## config.mk

```make
export PLATFORM = sky130hd
export DESIGN_NAME = serial_bus_byte_receiver
export DESIGN_NICKNAME = d
export VERILOG_FILES = /design/src/hw/rtl/sbbr_pkg.sv /design/src/hw/rtl/sbbr_core.sv /design/src/hw/rtl/sbbr_out_buf.sv /design/src/hw/rtl/serial_bus_byte_receiver.sv
export SDC_FILE = /design/constraint.sdc
export NUM_CORES = 1
export LEC_CHECK = 0
export BUFFER_PORTS_ARGS = -buffer_cell sky130_fd_sc_hd__buf_2
export CAP_MARGIN = 20
export CORE_ASPECT_RATIO = 1.5
export CORE_UTILIZATION = 36
export CTS_CLUSTER_SIZE = 30
export DETAILED_ROUTE_END_ITERATION = 8
export PLACE_DENSITY = 0.56
export SLEW_MARGIN = 15
export SYNTH_ARGS = -nofsm -noshare
export SYNTH_HDL_FRONTEND = slang
export SYNTH_SLANG_ARGS = --single-unit
```

## constraint.sdc

```tcl
create_clock -name aclk -period 3.3 [get_ports aclk]
set_clock_uncertainty 0.2 [all_clocks]
set_input_delay 0.66 -clock aclk [delete_from_list [all_inputs] [get_ports aclk]]
set_output_delay 0.66 -clock aclk [all_outputs]
set_load 0.02 [all_outputs]
```

## src/hw/rtl/sbbr_pkg.sv

```systemverilog
// Shared types and constants for the serial bus byte receiver.
package sbbr_pkg;

    // Processor port request kinds carried on the input tuser.
    typedef enum logic [1:0] {
        REQ_DIR   = 2'd0,
        REQ_WRITE = 2'd1,
        REQ_READ  = 2'd2,
        REQ_NONE  = 2'd3
    } req_t;

    // Bus protocol mode of the listener.
    typedef enum logic [2:0] {
        MODE_IDLE   = 3'd0,
        MODE_CMD    = 3'd1,
        MODE_LISTEN = 3'd2,
        MODE_TALK   = 3'd3,
        MODE_DATIN  = 3'd4,
        MODE_DATOUT = 3'd5
    } mode_t;

    // Progress of the bit currently on the bus.
    typedef enum logic [1:0] {
        PH_NONE = 2'd0,
        PH_BIT  = 2'd2,
        PH_BITB = 2'd3
    } phase_t;

    // Decoded event reported with every result.
    typedef enum logic [2:0] {
        EVT_NONE        = 3'd0,
        EVT_TALK        = 3'd1,
        EVT_LISTEN      = 3'd2,
        EVT_UNLISTEN    = 3'd3,
        EVT_UNTALK      = 3'd4,
        EVT_TALK_SEC    = 3'd5,
        EVT_LISTEN_SEC  = 3'd6,
        EVT_DATA        = 3'd7
    } evt_t;

    // Command byte high nibbles and the broadcast device number.
    localparam logic [3:0] CMD_TALK     = 4'h4;
    localparam logic [3:0] CMD_LISTEN   = 4'h2;
    localparam logic [3:0] CMD_UNLISTEN = 4'h3;
    localparam logic [3:0] CMD_UNTALK   = 4'h5;
    localparam logic [3:0] DEV_ALL      = 4'hf;

    // Only legal value for the port direction register.
    localparam logic [7:0] DIR_EXPECTED = 8'h0f;

    // Bits per bus byte.
    localparam logic [3:0] BITS_PER_BYTE = 4'd8;

    // Reset value of the acknowledge read delay.
    localparam logic [3:0] ACK_DELAY_RESET = 4'd5;

    // One result transaction.
    typedef struct packed {
        logic [7:0] event_byte;
        logic [3:0] event_device;
        evt_t       event_kind;
        logic       direction_fault;
        logic [7:0] port_result;
    } result_t;

endpackage

```

## src/hw/rtl/sbbr_core.sv

```systemverilog
// Bus state tracking, byte decode and port result logic for one request.
module sbbr_core
    import sbbr_pkg::*;
(
    input  logic       aclk,
    input  logic       aresetn,
    input  logic       in_fire,
    input  req_t       req,
    input  logic [7:0] port_value,
    input  logic [3:0] ack_delay,
    output result_t    result
);

    mode_t      mode_reg, mode_next;
    phase_t     phase_reg, phase_next;
    logic       dlo_reg, dlo_next;
    logic [7:0] shift_reg, shift_next;
    logic [3:0] bit_cnt_reg, bit_cnt_next;
    logic       ack_reg, ack_next;
    logic [3:0] read_cnt_reg, read_cnt_next;
    logic       release_reg, release_next;

    logic       line_dat;
    logic       line_clk;
    logic       line_atn;
    logic [3:0] cmd_nib;
    logic [3:0] dev_nib;
    logic [3:0] read_cnt_inc;
    logic       byte_done;

    // Line levels arrive inverted in the written byte.
    assign line_dat     = ~port_value[0];
    assign line_clk     = ~port_value[1];
    assign line_atn     = ~port_value[2];
    assign cmd_nib      = shift_reg[7:4];
    assign dev_nib      = shift_reg[3:0];
    assign read_cnt_inc = read_cnt_reg + 4'd1;
    assign byte_done    = (bit_cnt_reg == BITS_PER_BYTE);

    // Next state and result for the request at the input.
    always_comb begin
        mode_next     = mode_reg;
        phase_next    = phase_reg;
        dlo_next      = dlo_reg;
        shift_next    = shift_reg;
        bit_cnt_next  = bit_cnt_reg;
        ack_next      = ack_reg;
        read_cnt_next = read_cnt_reg;
        release_next  = release_reg;
        result        = '0;

        unique case (req)
            REQ_DIR: begin
                result.port_result     = port_value;
                result.direction_fault = (port_value != DIR_EXPECTED);
            end
            REQ_WRITE: begin
                ack_next = 1'b0;
                if (mode_reg != MODE_CMD && !line_atn) begin
                    // Attention pulled: enter command mode.
                    mode_next  = MODE_CMD;
                    phase_next = PH_NONE;
                    dlo_next   = 1'b0;
                end else if (mode_reg != MODE_IDLE && phase_reg == PH_NONE && line_clk) begin
                    // Talker starts a bit; answer on DATA.
                    ack_next   = 1'b1;
                    phase_next = PH_BIT;
                    dlo_next   = 1'b1;
                end else if (mode_reg != MODE_IDLE && phase_reg == PH_BIT) begin
                    if (line_clk) begin
                        phase_next   = PH_BITB;
                        shift_next   = {line_dat, shift_reg[7:1]};
                        bit_cnt_next = bit_cnt_reg + 4'd1;
                    end
                end else if (mode_reg != MODE_IDLE && phase_reg == PH_BITB) begin
                    if (!line_clk && byte_done) begin
                        dlo_next = 1'b0;
                    end
                    if (line_dat) begin
                        if (byte_done) begin
                            bit_cnt_next = 4'd0;
                            dlo_next     = 1'b0;
                            phase_next   = PH_NONE;
                            shift_next   = 8'd0;
                            // Decode the finished byte against the current mode.
                            unique case (mode_reg)
                                MODE_CMD: begin
                                    if (cmd_nib == CMD_TALK) begin
                                        result.event_kind   = EVT_TALK;
                                        result.event_device = dev_nib;
                                        mode_next           = MODE_TALK;
                                    end else if (cmd_nib == CMD_LISTEN) begin
                                        result.event_kind   = EVT_LISTEN;
                                        result.event_device = dev_nib;
                                        mode_next           = MODE_LISTEN;
                                    end else if (cmd_nib == CMD_UNLISTEN) begin
                                        if (dev_nib == DEV_ALL) begin
                                            result.event_kind   = EVT_UNLISTEN;
                                            result.event_device = dev_nib;
                                        end
                                        mode_next = MODE_IDLE;
                                    end else if (cmd_nib == CMD_UNTALK) begin
                                        if (dev_nib == DEV_ALL) begin
                                            result.event_kind   = EVT_UNTALK;
                                            result.event_device = dev_nib;
                                        end
                                        mode_next = MODE_IDLE;
                                    end
                                end
                                MODE_TALK: begin
                                    result.event_kind = EVT_TALK_SEC;
                                    result.event_byte = shift_reg;
                                    mode_next         = MODE_DATIN;
                                end
                                MODE_LISTEN: begin
                                    result.event_kind = EVT_LISTEN_SEC;
                                    result.event_byte = shift_reg;
                                    mode_next         = MODE_DATOUT;
                                end
                                MODE_DATOUT: begin
                                    result.event_kind = EVT_DATA;
                                    result.event_byte = shift_reg;
                                end
                                default: begin
                                end
                            endcase
                        end else begin
                            phase_next = PH_BIT;
                            dlo_next   = 1'b1;
                        end
                    end
                end
                // DATA output on bit 7, clock output and tape bits forced.
                result.port_result = {dlo_next, 3'b000, 1'b1, port_value[2:0]};
            end
            REQ_READ: begin
                result.port_result = port_value;
                if (release_reg) begin
                    result.port_result[7] = 1'b1;
                    release_next          = 1'b0;
                    read_cnt_next         = 4'd0;
                end else if (ack_reg) begin
                    read_cnt_next = read_cnt_inc;
                    if (read_cnt_inc >= ack_delay) begin
                        result.port_result[7] = 1'b0;
                        ack_next              = 1'b0;
                        release_next          = 1'b1;
                        read_cnt_next         = 4'd0;
                    end
                end else begin
                    read_cnt_next = 4'd0;
                end
            end
            REQ_NONE: begin
            end
            default: begin
            end
        endcase
    end

    // State registers advance once per accepted transaction.
    always_ff @(posedge aclk) begin
        if (!aresetn) begin
            mode_reg     <= MODE_IDLE;
            phase_reg    <= PH_NONE;
            dlo_reg      <= 1'b0;
            shift_reg    <= 8'd0;
            bit_cnt_reg  <= 4'd0;
            ack_reg      <= 1'b0;
            read_cnt_reg <= 4'd0;
            release_reg  <= 1'b0;
        end else if (in_fire) begin
            mode_reg     <= mode_next;
            phase_reg    <= phase_next;
            dlo_reg      <= dlo_next;
            shift_reg    <= shift_next;
            bit_cnt_reg  <= bit_cnt_next;
            ack_reg      <= ack_next;
            read_cnt_reg <= read_cnt_next;
            release_reg  <= release_next;
        end
    end

    // The DATA output is only driven while a bit is in progress.
    assert property (@(posedge aclk) disable iff (!aresetn)
        dlo_reg |-> (phase_reg != PH_NONE))
        else $error("DATA driven with no bit in progress");

    // An idle bus has no bit in progress.
    assert property (@(posedge aclk) disable iff (!aresetn)
        (mode_reg == MODE_IDLE) |-> (phase_reg == PH_NONE && !dlo_reg))
        else $error("bit activity while idle");

    // Port reads and direction writes never move the bus mode.
    assert property (@(posedge aclk) disable iff (!aresetn)
        (in_fire && req != REQ_WRITE) |=> $stable(mode_reg))
        else $error("bus mode changed without a data write");

endmodule

```

## src/hw/rtl/sbbr_out_buf.sv

```systemverilog
// Two-entry output register with skid stage for result transactions.
module sbbr_out_buf
    import sbbr_pkg::*;
(
    input  logic    aclk,
    input  logic    aresetn,
    input  logic    in_fire,
    input  result_t in_result,
    output logic    in_ready,
    output logic    out_valid,
    input  logic    out_ready,
    output result_t out_result
);

    logic    out_valid_reg;
    result_t out_data_reg;
    logic    skid_valid_reg;
    result_t skid_data_reg;
    logic    out_take;

    assign in_ready   = ~skid_valid_reg;
    assign out_valid  = out_valid_reg;
    assign out_result = out_data_reg;
    assign out_take   = out_valid_reg & out_ready;

    // Valid flags.
    always_ff @(posedge aclk) begin
        if (!aresetn) begin
            out_valid_reg  <= 1'b0;
            skid_valid_reg <= 1'b0;
        end else if (skid_valid_reg) begin
            if (out_take) begin
                skid_valid_reg <= 1'b0;
            end
        end else if (in_fire) begin
            if (out_valid_reg && !out_ready) begin
                skid_valid_reg <= 1'b1;
            end else begin
                out_valid_reg <= 1'b1;
            end
        end else if (out_take) begin
            out_valid_reg <= 1'b0;
        end
    end

    // Payload registers.
    always_ff @(posedge aclk) begin
        if (skid_valid_reg) begin
            if (out_take) begin
                out_data_reg <= skid_data_reg;
            end
        end else if (in_fire) begin
            if (out_valid_reg && !out_ready) begin
                skid_data_reg <= in_result;
            end else begin
                out_data_reg <= in_result;
            end
        end
    end

    // The skid stage only fills behind a waiting output.
    assert property (@(posedge aclk) disable iff (!aresetn)
        skid_valid_reg |-> out_valid_reg)
        else $error("skid stage full with empty output");

    // A new result behind a stalled output lands in the skid stage.
    assert property (@(posedge aclk) disable iff (!aresetn)
        (in_fire && out_valid_reg && !out_ready) |=> skid_valid_reg)
        else $error("result lost behind stalled output");

    // Draining the skid stage keeps the output occupied.
    assert property (@(posedge aclk) disable iff (!aresetn)
        (skid_valid_reg && out_ready) |=> (out_valid_reg && !skid_valid_reg))
        else $error("skid stage drain dropped a result");

endmodule

```

## src/hw/rtl/serial_bus_byte_receiver.sv

```systemverilog
// Top level of the serial bus byte receiver.
//
// Each input transaction is one processor access to the emulated port:
// s_tuser selects a direction write, a data port write or a data port read,
// and s_tdata carries the byte written or the raw byte read. Every input
// transaction yields exactly one result transaction on the m_ side with the
// final port value, the direction fault flag and any decoded bus event
// (talk, listen, unlisten, untalk, secondary address or data byte).
// The result is registered into the output register, or into the skid
// stage when the output is stalled; one transaction is accepted every cycle
// while s_tready is high. The skid stage holds one extra result, so
// s_tready drops only when the output is stalled with two results waiting.
// The acknowledge read delay is written through cfg_wr_en and cfg_wr_data;
// the user must write it only while the block is idle, which the block
// does not enforce. Synchronous reset returns the bus to idle, clears all
// counters, empties both result registers, and sets the read delay to five.
module serial_bus_byte_receiver
    import sbbr_pkg::*;
(
    input  logic        aclk,
    input  logic        aresetn,
    input  logic        cfg_wr_en,
    input  logic [3:0]  cfg_wr_data,
    input  logic        s_tvalid,
    output logic        s_tready,
    input  logic [7:0]  s_tdata,   // [7:0] port_value
    input  logic [1:0]  s_tuser,   // [1:0] req_type
    output logic        m_tvalid,
    input  logic        m_tready,
    output logic [23:0] m_tdata,   // [7:0] port_result, [8] direction_fault,
                                   // [12:9] event_device, [20:13] event_byte, rest zero
    output logic [2:0]  m_tuser    // [2:0] event_kind
);

    logic [3:0] ack_delay_reg;
    logic       in_fire;
    result_t    core_result;
    result_t    out_result;

    assign in_fire = s_tvalid & s_tready;

    // Acknowledge read delay register.
    always_ff @(posedge aclk) begin
        if (!aresetn) begin
            ack_delay_reg <= ACK_DELAY_RESET;
        end else if (cfg_wr_en) begin
            ack_delay_reg <= cfg_wr_data;
        end
    end

    sbbr_core u_core (
        .aclk       (aclk),
        .aresetn    (aresetn),
        .in_fire    (in_fire),
        .req        (req_t'(s_tuser)),
        .port_value (s_tdata),
        .ack_delay  (ack_delay_reg),
        .result     (core_result)
    );

    sbbr_out_buf u_out_buf (
        .aclk       (aclk),
        .aresetn    (aresetn),
        .in_fire    (in_fire),
        .in_result  (core_result),
        .in_ready   (s_tready),
        .out_valid  (m_tvalid),
        .out_ready  (m_tready),
        .out_result (out_result)
    );

    // Pack the result transaction onto the master side.
    assign m_tdata = {3'b000, out_result.event_byte, out_result.event_device,
                      out_result.direction_fault, out_result.port_result};
    assign m_tuser = out_result.event_kind;

endmodule
```

# --- Yosys cells after proc, flatten, opt, wreduce, memory -nomap -nowiden ---
# Index checks and enable logic that the tools add are counted.
classes:
  n_addsub: 2
  magnitude_cmp: 1
  eq_ne: 28
  mux: 79
  n_bitwise: 7
  n_reduce_logical: 30
op_table:
  columns: ["operator", "count"]
  rows:
  - ["15-bit two-way mux", 7]
  - ["24-bit two-way mux", 4]
  - ["8-bit two-way mux", 6]
  - ["7-bit two-way mux", 6]
  - ["4-bit two-way mux", 9]
  - ["3-bit two-way mux", 10]
  - ["1-bit two-way mux", 26]
  - ["8-bit case mux with 3 select lines", 1]
  - ["2-bit two-way mux", 7]
  - ["2-bit nonzero test", 7]
  - ["3-bit case mux with 4 select lines", 1]
  - ["3-bit AND reduction", 4]
  - ["2-bit by 1-bit != test with 1-bit output, second input constant", 5]
  - ["3-bit case mux with 3 select lines", 1]
  - ["9-bit AND reduction", 1]
  - ["4-bit by 1-bit adder with 4-bit output, second input constant", 2]
  - ["4-bit by 2-bit equality test with 1-bit output, second input constant", 2]
  - ["4-bit by 3-bit equality test with 1-bit output, second input constant", 2]
  - ["4-bit equality test, second input constant", 2]
  - ["2-bit != test, second input constant", 4]
  - ["8-bit by 4-bit != test with 1-bit output, second input constant", 1]
  - ["8-bit AND reduction", 1]
  - ["4-bit nonzero test", 2]
  - ["1-bit logical AND", 7]
  - ["19 further kinds", 29]
totals:
  register_bits: 78
  inputBits: 19
  output_inout_bits: 29
  elab_cells: 168

# --- Logic depth before layout (Yosys ltp) ---
logic_depth:
  word_depth: 17
  ltp_mapped: 9
  mapped_depth_nobuf: 9

# --- Cells and area by module ---
# From an unflattened synthesis, not the netlist that was laid out.
unflattened:
  hier_cells: 354
  hier_area_um2: 3940.0
by_module_without_submodules:
  columns: ["mod", "instances", "cells_per_inst", "area_each_um2", "seq_area_each_um2"]
  rows:
  - ["sbbr_out_buf", 1, 89, 1884.3, 1481.4]
  - ["sbbr_core", 1, 247, 1878.1, 480.5]
  - ["serial_bus_byte_receiver", 1, 18, 177.7, 80.1]

# --- Worst setup path after synthesis ---
# Ideal clock, no wire load.
synth_timing:
  kind: "reg-to-reg"
  from: "register u_out_buf.skid_valid_reg"
  to: "register u_out_buf.out_data_reg, in the netlist u_out_buf.out_result[0] (enable)"
  t_arrival_ps: 2123
  t_required_ps: 2687
  slack_ps: 564
  stages_incl_launch_ff: 5
  path_buffers: 2
  period_less_slack_ps: 2736
  path_cell_list: "dfxtp_1 > clkbuf_1 > clkbuf_1 > nand2_1 > a21oi_1"
synth_via:
  elab_chain_len: 4
  word_cells_on_any_way: 6
  cone_classes: "eq/ne: 2; bitwise: 2; reduce/logical: 2"
synth_lines:
  columns: ["element", "line", "source"]
  rows:
  - ["from (decl)", "sbbr_out_buf.sv:17", "logic skid_valid_reg;"]
  - ["from (signal assigned)", "sbbr_out_buf.sv:30", "skid_valid_reg <= 1'b0;"]
  - ["from (signal assigned)", "sbbr_out_buf.sv:33", "skid_valid_reg <= 1'b0;"]
  - ["from (signal assigned)", "sbbr_out_buf.sv:37", "skid_valid_reg <= 1'b1;"]
  - ["1-bit inverter (no line)", null, null]
  - ["1-bit AND", "serial_bus_byte_receiver.sv:40", "assign in_fire = s_tvalid & s_tready;"]
  - ["2-bit nonzero test (no line)", null, null]
  - ["3-bit AND reduction (no line) *", null, null]
  - ["to (signal assigned)", "sbbr_out_buf.sv:50", "out_data_reg <= skid_data_reg;"]
  - ["to (signal assigned)", "sbbr_out_buf.sv:56", "out_data_reg <= in_result;"]
  - ["to (decl)", "sbbr_out_buf.sv:16", "result_t out_data_reg;"]
# Every way passes the cells marked *; elsewhere a longest branch is shown, timed or not.
# A chain may end at the register's enable or synchronous reset.

==> flow_summary.ini <==
[floorplan]
core_um2 = 10100
ioPinCount = 48
initial_core_util = 0.372
die_w_um = 85.6
fp.dieArea_um2 = 10900
die_y_um = 127
num_rows = 45

[power_and_ir_drop]
p_leak_uw = 0.00155
vdd_drop_max_mv = 0.242
finalPower_uw = 2160
powerDensity_nw_per_um2 = 497

[min_path]
min_path_type = reg2reg
hold_start = u_core.dlo_reg

[yosys]
synth_edf_count = 48
synth.area.top_cells = edfxtp_1 (38%), dfxtp_1 (16%), mux2_2 (5.4%)
synth_area_per_cell_um2 = 10.9
synth.distinct_cells = 49
synth_top_area_cell = edfxtp_1
seq_area_frac_synth = 0.542
yosysWarnings = 0
netlist_area_um2 = 3770
synth.top_cell.area_share = 0.382
syn_inst = 347
synth-seq-cells = 78
synth_ff_type = edfxtp_1
async_flop_share = 0

[timing]
fin_crit_sh = 0.843
setup_viol = 0
fmax_mhz = 359
post-route-min-period_ns = 2.78
layout_setup_ws_ns = 0.517
slew_violations = 0
rsz0062_at_grt = false
worstMarginPinSlew_ns = 0.809
relSlewSlack = 0.459
hold_viol_final = 0
fin_tns_setup_ns = 0

[clock_tree]
postCtsResizedCells = 0
cts_tree = built
h-tree-depth = 3
postCtsSetupBuffers = 0
cts.sinks = 78
clk_pin_slew_ns = 0.06
clk_latency_ns = 0.34
root_buffer = clkbuf_16
cts_hold_buf = 0
clk_path_buf_depth = 2
cts_buffers = 9

[drt]
drc_errors = 0
dr.first_iter.drc_count = 165
drtPass1Iterations = 4
avgRoutedWirePerCell_um = 14.8
num_vias = 2667
drtAntennaViolNets = 0
drt-total-wl_um = 7490
via_per_inst = 5.26

[worst_setup_path]
cpLargestDelayFamily = compound AO/OA/AOI/OAI gates
slowest_stage = a2111oi_2
crit_chain = ha_1 -> nor2b_1 -> or2_2 -> ha_1 -> a2111oi_2 -> nor3_1 -> o32ai_1 -> mux2_2
critical_path_class = reg2reg
start_kind = register
cp.arrival_ns = 2.80
end_kind = register
cpMostUsedCell = ha_1
cp-startpoint = u_core.read_cnt_reg[0]
cp_max_fo = 4
crit_required_ns = 3.32
r2r-start = u_core.read_cnt_reg[0]
cp_num_buf_inv = 0
critical-path-max-stage-delay_ns = 0.47

[placement]
hpwl_um = 5360
port_buffers = 44
globalplace.congestion = 0.863
place_ws_ns = 0.561

[global_routing]
grt_pass1_wl_um = 12700
grtUsageTotal = 0.152
grt_antenna_before_repair = 0
grt_pass1_vias = 2586
grt_max_degree = 33
grt_overflow = 0

[finish]
layout_commonest_cell = edfxtp_1
final_cell_mix = edfxtp_1 (48), buf_2 (44), nand2_1 (30), dfxtp_1 (30), nor2_1 (19)
drive_above_1_share = 0.226
nets = 411
area_growth_pct = 15.1
n_antenna_cell = 0

[outcome]
outcome = finished, final reports clean

[job]
cap_violations = 0
[through the flow]
stage                     std cells  instance area (um2)  hold slack, ns   util
after CTS                       507                 4340           0.279  0.428
after detailed placement        491                 4070           0.269  0.402
final                           507                 4340           0.273  0.428
after global routing            507                 4340           0.326  0.428
after floorplan                 349                 3780           0.238      -
after global placement          491                 4070           0.267  0.402
[power breakdown]
part           switching, uW  internal [uW]  total, uW  leakage (uW)
logic                    111           66.1        177      0.000745
clock network            384            501        886      0.000126
registers               14.5           1080       1090      0.000680
[cell usage after synthesis (all sizes together) (3+ instances only)]
master / instances
a2111oi: 4
a21boi: 12
a21oi: 11
a22oi: 3
and2: 11
buf: 9
clkbuf: 15
dfxtp: 30
edfxtp: 48
ha: 7
inv: 10
mux2: 18
mux2i: 5
nand2: 30
nand2b: 11
nand3: 14
nand3b: 6
nand4: 4
nor2: 19
nor2b: 15
nor3: 6
nor4: 4
o21a: 3
o21ai: 10
o21bai: 4
o31ai: 7
[worst min-delay path, stage by stage, from the launching register on]
cell     delay, ns
dfxtp_1       0.31
nand3_1       0.05
o21ai_0       0.06
[final cells by class]
class                           instances  area [um2]
Timing Repair Buffer                   49         258
Fill cell                             974        5800
Sequential cell                        78        2040
Clock buffer                            9         225
Tap cell                              117         146
Multi-Input combinational cell        237        1590
Clock inverter                          7        41.3
Inverter                               10        37.5
[logic make-up after synthesis]
group	Yosys count	synth area share
AND/OR/NAND/NOR	135	0.195
flip-flops	78	0.542
AO/OA/AOI/OAI	68	0.129
buffers and inverters	34	0.0402
multiplexers	23	0.0670
adder cells (fa/ha/maj)	7	0.0232
other	1	0.000995
XOR/XNOR	1	0.00232
[final timing paths]
kind / end / slack, ns / cells past startpoint
setup / recovery: u_out_buf.out_result[7] / 0.52 / 8
hold / removal: u_core.dlo_reg / 0.27 / 2
setup reg to reg: u_out_buf.out_result[7] / 0.52 / 8
hold reg to reg: u_core.dlo_reg / 0.27 / 2
[per-layer routing]
| metal | routed length [um] | vias to the layer above | track usage |
|---|---|---|---|
| met5 | 0 | - | 0 |
| met4 | 147 | 0 | 0.0882 |
| met3 | 222 | 11 | 0.0323 |
| met2 | 3810 | 44 | 0.251 |
| met1 | 3310 | 1267 | 0.181 |
| li1 | - | 1345 | - |
(Power assumes the default switching activity.)
